## src/rtl/spq_pkg.sv

```systemverilog
// ----------------------------------------------------------------------------
// spq_pkg: shared types and constants of the stable priority ready queue
// Request and result layouts, operation codes and the queue capacity.
// ----------------------------------------------------------------------------
`default_nettype none

package spq_pkg;

	localparam int CAPACITY = 64;
	localparam int CNT_W    = $clog2(CAPACITY + 1);
	localparam int ID_W     = 6;
	localparam int PRIO_W   = 8;
	localparam int OCC_W    = 7;

	localparam logic OP_ENQUEUE = 1'b0;
	localparam logic OP_DEQUEUE = 1'b1;

	typedef struct packed {
		logic              operation;
		logic [ID_W-1:0]   entry_id;
		logic [PRIO_W-1:0] priority_req;
	} spq_req_t;

	typedef struct packed {
		logic [ID_W-1:0]   out_entry_id;
		logic [PRIO_W-1:0] out_priority;
		logic              out_valid;
		logic              empty_error;
		logic              full_error;
		logic [OCC_W-1:0]  occupancy;
	} spq_result_t;

	typedef struct packed {
		logic [ID_W-1:0]   id;
		logic [PRIO_W-1:0] prio;
	} spq_entry_t;

	typedef struct packed {
		logic enq;
		logic deq;
	} spq_cell_ctrl_t;

endpackage

`default_nettype wire

```

## src/rtl/stable_priority_ready_queue.sv

```systemverilog
// ----------------------------------------------------------------------------
// stable_priority_ready_queue: bounded priority ready queue
// Sorted chain of cells, head in cell 0; FIFO order among equal priorities.
// ----------------------------------------------------------------------------
//  channel   signals                  direction  handshake
//  request   start, busy, request     in         taken when start && !busy
//  result    done, result             out        one-cycle strobe on done
//
// One request per cycle; its result appears on the cycle after acceptance.
// Every cell decides from its own and its left neighbor's compare, so an
// insert or removal updates every cell of the chain on the same clock edge.
// busy never rises. Reset empties the queue at once (count cleared).
// The receiver cannot stall: done is high for one cycle per result, and result holds until the next request is taken.
// ----------------------------------------------------------------------------
`default_nettype none

module stable_priority_ready_queue (
	input  wire                  clk,
	input  wire                  arst_n,
	input  wire                  start,
	output logic                 busy,
	input  spq_pkg::spq_req_t    request,
	output logic                 done,
	output spq_pkg::spq_result_t result
);

	localparam int N = spq_pkg::CAPACITY;
	localparam int W = spq_pkg::CNT_W;

	logic [W-1:0]           count_q;
	logic                   done_q;
	spq_pkg::spq_result_t   result_q;
	spq_pkg::spq_cell_ctrl_t ctrl;
	spq_pkg::spq_entry_t    new_entry;
	spq_pkg::spq_entry_t    cell_entry [N];
	logic [N-1:0]           cell_disp;
	logic [N-1:0]           cell_occ;
	logic                   accept;
	logic                   is_deq;
	logic                   full;
	logic                   empty;
	logic [W-1:0]           next_count;
	spq_pkg::spq_result_t   res_d;

	assign busy   = 1'b0;
	assign accept = start && !busy;
	assign is_deq = (request.operation == spq_pkg::OP_DEQUEUE);
	assign full   = (count_q == W'(N));
	assign empty  = (count_q == '0);

	assign ctrl.enq = accept && !is_deq && !full;
	assign ctrl.deq = accept && is_deq && !empty;

	assign new_entry.id   = request.entry_id;
	assign new_entry.prio = request.priority_req;

	genvar i;
	generate
		for (i = 0; i < N; i++) begin : g_cell
			spq_pkg::spq_entry_t left_e;
			spq_pkg::spq_entry_t right_e;
			logic                left_d;

			assign cell_occ[i] = (count_q > W'(i));

			if (i == 0) begin : g_head
				assign left_e = new_entry;
				assign left_d = 1'b0;
			end else begin : g_mid
				assign left_e = cell_entry[i-1];
				assign left_d = cell_disp[i-1];
			end

			if (i == N - 1) begin : g_tail
				assign right_e = '0;
			end else begin : g_inner
				assign right_e = cell_entry[i+1];
			end

			spq_cell u_cell (
				.clk            (clk),
				.ctrl           (ctrl),
				.occupied       (cell_occ[i]),
				.new_entry      (new_entry),
				.left_displaced (left_d),
				.left_entry     (left_e),
				.right_entry    (right_e),
				.displaced      (cell_disp[i]),
				.entry          (cell_entry[i])
			);
		end
	endgenerate

	always_comb begin
		next_count = count_q;
		if (ctrl.enq) begin
			next_count = count_q + W'(1);
		end else if (ctrl.deq) begin
			next_count = count_q - W'(1);
		end
	end

	always_comb begin
		res_d              = '0;
		res_d.occupancy    = spq_pkg::OCC_W'(next_count);
		res_d.full_error   = !is_deq && full;
		res_d.empty_error  = is_deq && empty;
		if (ctrl.deq) begin
			res_d.out_entry_id = cell_entry[0].id;
			res_d.out_priority = cell_entry[0].prio;
			res_d.out_valid    = 1'b1;
		end
	end

	always_ff @(posedge clk or negedge arst_n) begin
		if (!arst_n) begin
			count_q <= '0;
			done_q  <= 1'b0;
		end else begin
			done_q <= accept;
			if (accept) begin
				count_q <= next_count;
			end
		end
	end

	// hold the result payload only when a request is taken
	always_ff @(posedge clk) begin
		if (accept) begin
			result_q <= res_d;
		end
	end

	assign done   = done_q;
	assign result = result_q;

endmodule

`default_nettype wire

```

## src/rtl/spq_cell.sv

```systemverilog
// ----------------------------------------------------------------------------
// spq_cell: one slot of the sorted cell chain
// Holds one entry; on insert it keeps, takes the new entry or takes the left
// neighbor's entry; on removal it takes the right neighbor's entry.
// ----------------------------------------------------------------------------
`default_nettype none

module spq_cell (
	input  wire                    clk,
	input  spq_pkg::spq_cell_ctrl_t ctrl,
	input  wire                    occupied,
	input  spq_pkg::spq_entry_t    new_entry,
	input  wire                    left_displaced,
	input  spq_pkg::spq_entry_t    left_entry,
	input  spq_pkg::spq_entry_t    right_entry,
	output logic                   displaced,
	output spq_pkg::spq_entry_t    entry
);

	spq_pkg::spq_entry_t entry_q;

	// equal priority stays in place, so a new entry lands behind its peers
	assign displaced = !occupied || (entry_q.prio < new_entry.prio);
	assign entry     = entry_q;

	always_ff @(posedge clk) begin
		if (ctrl.enq) begin
			if (displaced) begin
				entry_q <= left_displaced ? left_entry : new_entry;
			end
		end else if (ctrl.deq) begin
			entry_q <= right_entry;
		end
	end

endmodule

`default_nettype wire
```

## config.mk

```make
export PLATFORM = sky130hd
export DESIGN_NAME = stable_priority_ready_queue
export DESIGN_NICKNAME = d
export VERILOG_FILES = /design/src/rtl/spq_pkg.sv /design/src/rtl/stable_priority_ready_queue.sv /design/src/rtl/spq_cell.sv
export SDC_FILE = /design/constraint.sdc
export NUM_CORES = 2
export LEC_CHECK = 0
export ABC_AREA = 1
export BUFFER_PORTS_ARGS = -buffer_cell sky130_fd_sc_hd__buf_2
export CORE_MARGIN = 3
export CORE_UTILIZATION = 53
export DETAILED_ROUTE_END_ITERATION = 7
export GPL_TIMING_DRIVEN = 0
export PLACE_DENSITY_LB_ADDON = 0.2
export SLEW_MARGIN = 15
export SYNTH_ARGS = -nofsm -noshare
export SYNTH_HDL_FRONTEND = slang
export SYNTH_SLANG_ARGS = --single-unit
```

## constraint.sdc

```tcl
create_clock -name clk -period 4.9 [get_ports clk]
set_clock_uncertainty 0.1 [all_clocks]
set_input_delay 0.245 -clock clk [delete_from_list [all_inputs] [get_ports clk]]
set_output_delay 0.245 -clock clk [all_outputs]
set_load 0.02 [all_outputs]
```

==> results by group <==
Status
  • Status: completed

Floorplanning
  • Die Width: 348 um
  • I/O Pins: 44
  • Starting density of the core: 53.7%
  • DIE AREA: 121000 um2
  • Height of the die: 348 um
  • Core Area: 115000 um2
  • # rows: 124

Power
  • Leakage Power: 40.3 nW
  • Power per standard cell area: 482 nW/um2
  • Worst IR drop on VDD: 0.000295 V
  • Final Power: 0.0325 W

Worst setup path
  • CP max stage cell: clkbuf_1
  • Crit path launch type: flip-flop
  • R2R Setup Slk: 0.95 ns
  • Critical Path AT: 4.12 ns
  • Most common cell on crit path: nand2_1
  • Worst Path Max Fanout: 14
  • CP Class: reg -> reg
  • Required @ worst endpoint: 5.07 ns
  • Crit-path max cell delay: 0.90 ns
  • CP endpoint kind: flip-flop
  • Critical-path cell list: buf_2 > nor2_2 > nand2_1 > inv_1 > buf_4 > a31oi_1 > clkinv_1 > clkbuf_1 > nand2_1

Synthesis
  • Synth Warn #: 0
  • Yosys reg bits: 928
  • Part of the Yosys area used for sequential elements: 45.0%
  • Synth async-reset ratio: 0.862%
  • Post-synth cell types: 33
  • Top FF cell, synth: edfxtp_1
  • Mapped cell area: 61800 um2
  • Synth Area per Inst: 7.13 um2
  • Syn_nets: 9137
  • Post-synth EDFFs: 920
  • Cells after Synth: 8666

Detailed routing
  • Number of DRC markers in iteration 0: 5363
  • WL/cell: 17.4 um
  • DRT antenna net count: 0
  • Via count: 54700
  • Routed Wire Length: 181000 um
  • Via-per-instance ratio: 5.24
  • DR pass1 iterations: 6
  • DRC violations left: 0

Global routing
  • Gr usage total: 29.7%
  • Largest net degree at the start of global routing: 50
  • Initial antenna violation count: 9
  • First-pass GRT wire length: 284000 um
  • Vias in the first global route: 52100
  • Grt total ovfl: 0

Timing
  • Final period utilization: 80.6%
  • RSZ-0062 raised after global routing: false
  • Final Hold Viols: 0
  • Slew Limit Fails: 0
  • Fmax: 0.253 GHz
  • Setup-failing EPs final: 0
  • Final Critical Period: 3.95 ns
  • Final Worst Setup Slack: 0.950 ns
  • Slew HR: 15.1%
  • Worst slew pin tran: 1.26 ns

Clock network
  • CTS root buffer: clkbuf_16
  • Htree depth: 3
  • TritonCTS Buffers: 108
  • CTS Buffer Depth: 3
  • Reg clk slew, reported paths: 0.06 ns
  • TritonCTS clock tree: done
  • CTS sink cnt: 928
  • Post-cts resize count: 0
  • Later-pin clock latency in the skew report: 0.73 ns
  • Post-CTS setup buffer count: 0

Placed design
  • Port Buffer Count: 41
  • Post-DP Area: 64100 um2
  • Routability cong.: 0.925
  • Dpl ws: 1.08 ns
  • HPWL after detailed placement: 137000 um

Layout
  • Most frequent cells in the layout: nand2_1, inv_1, edfxtp_1
  • Multi-input combinational cell area: 28100 um2
  • Nets: 9302
  • Share of layout cells above drive strength 1: 5.05%
  • Syn-to-layout area delta: 9.32%
  • Commonest non-fill, non-tap cell in the layout: nand2_1
  • Fillers: 10800
  • Finished Cell Area: 67600 um2
  • Storage element area: 27800 um2

Run
  • MaxCap Viol Count: 0

Hold path
  • Hold WC Path Type: in -> reg
## final timing paths
| check | from | to | cells after the start |
|---|---|---|---|
| setup / recovery | count_q[6]$_DFFE_PN0P_ | g_cell[30].u_cell.entry[10]$_DFFE_PP_ | 9 |
| hold / removal | request[11] | g_cell[63].u_cell.entry[11]$_SDFFCE_PN0P_ | 5 |
| setup reg to reg | count_q[6]$_DFFE_PN0P_ | g_cell[30].u_cell.entry[10]$_DFFE_PP_ | 9 |
| hold reg to reg | g_cell[63].u_cell.entry[11]$_SDFFCE_PN0P_ | g_cell[62].u_cell.entry[11]$_DFFE_PP_ | 2 |
| max in group asynchronous | arst_n | done$_DFF_PN0_ | 3 |
| min in group asynchronous | arst_n | count_q[1]$_DFFE_PN0P_ | 3 |
## critical path, delay by kind of cell, from the launching register on
family                 cells  cell delay (ns)
buffers and inverters      5             1.59
flip-flops                 1             0.36
AO/OA/AOI/OAI              1             0.10
AND/OR/NAND/NOR            3             1.33
## state kept, by name, indices dropped and copies added (netlist names)
signal and cells:
count_q 7, done 1, g_cell.u_cell.entry 896, result 24
## routing by layer
layer | routed length [um] | GRT usage (%)
met1 | 79300 | 41.2
met2 | 80000 | 47.2
met3 | 14900 | 4.59
met4 | 7010 | 11.1
met5 | 24 | 0
## cells by family after synthesis
logic type / after synthesis / synth area share [%]
AO/OA/AOI/OAI: 232 / 1.97
XOR/XNOR: 8 / 0.113
adder cells (fa/ha/maj): 453 / 9.17
buffers and inverters: 1457 / 9.51
flip-flops: 928 / 45.0
other: 1 / 0.00607
AND/OR/NAND/NOR: 5587 / 34.2
## per-stage QoR
stage | TNS [ns] | utilization [%] | instances | hold WS, ns
floorplan | 0 | - | 8666 | -0.151
detailed placement | 0 | 55.7 | 10200 | 0.0253
global placement | -605.19 | 55.5 | 10200 | 0.0276
CTS | 0 | 58.7 | 10400 | 0.0354
finish | 0 | 58.7 | 10400 | 0.0809
global route | 0 | 58.7 | 10400 | 0.0817
## synth_stat cells, drive strengths merged, types with 2 or more instances
cell type / instances / share of area, %
nor3: 59 / 0.48
nand3: 21 / 0.17
nand2: 5317 / 32
o31ai: 5 / 0.061
xor2: 8 / 0.11
o211ai: 3 / 0.036
a22oi: 5 / 0.061
a31oi: 2 / 0.020
o21a: 7 / 0.085
nor2: 185 / 1.1
o21ai: 41 / 0.33
dfrtp: 8 / 0.32
inv: 1111 / 6.7
edfxtp: 920 / 45
ha: 453 / 9.2
buf: 233 / 2.1
clkbuf: 112 / 0.68
a21oi: 167 / 1.4
and2: 4 / 0.040
## cell type report
cell class	count	area share, %
multi-input cells	6281	41.6
flip-flops and latches	928	41.2
inverters	1112	6.20
clock buffers	133	4.20
well taps	1512	2.80
plain buffers	345	2.53
clock inverters	65	0.794
repair buffers	55	0.672
diodes	5	0.0185
## timing repair
| item | in CTS | in global routing |
|---|---|---|
| hold buffers | 6 | 0 |
| endpoints found under the setup margin | 0 | 0 |
| hold endpoints to repair | 13 | 0 |
## power breakdown
group	leakage (nW)	switching (W)	internal [W]	total [W]
Combinational	29.7	0.00768	0.00358	0.0113
Clock	1.66	0.00349	0.00451	0.00800
Sequential	9.01	0.00149	0.0118	0.0133
Note: power is estimated with default switching activity, not from simulation.
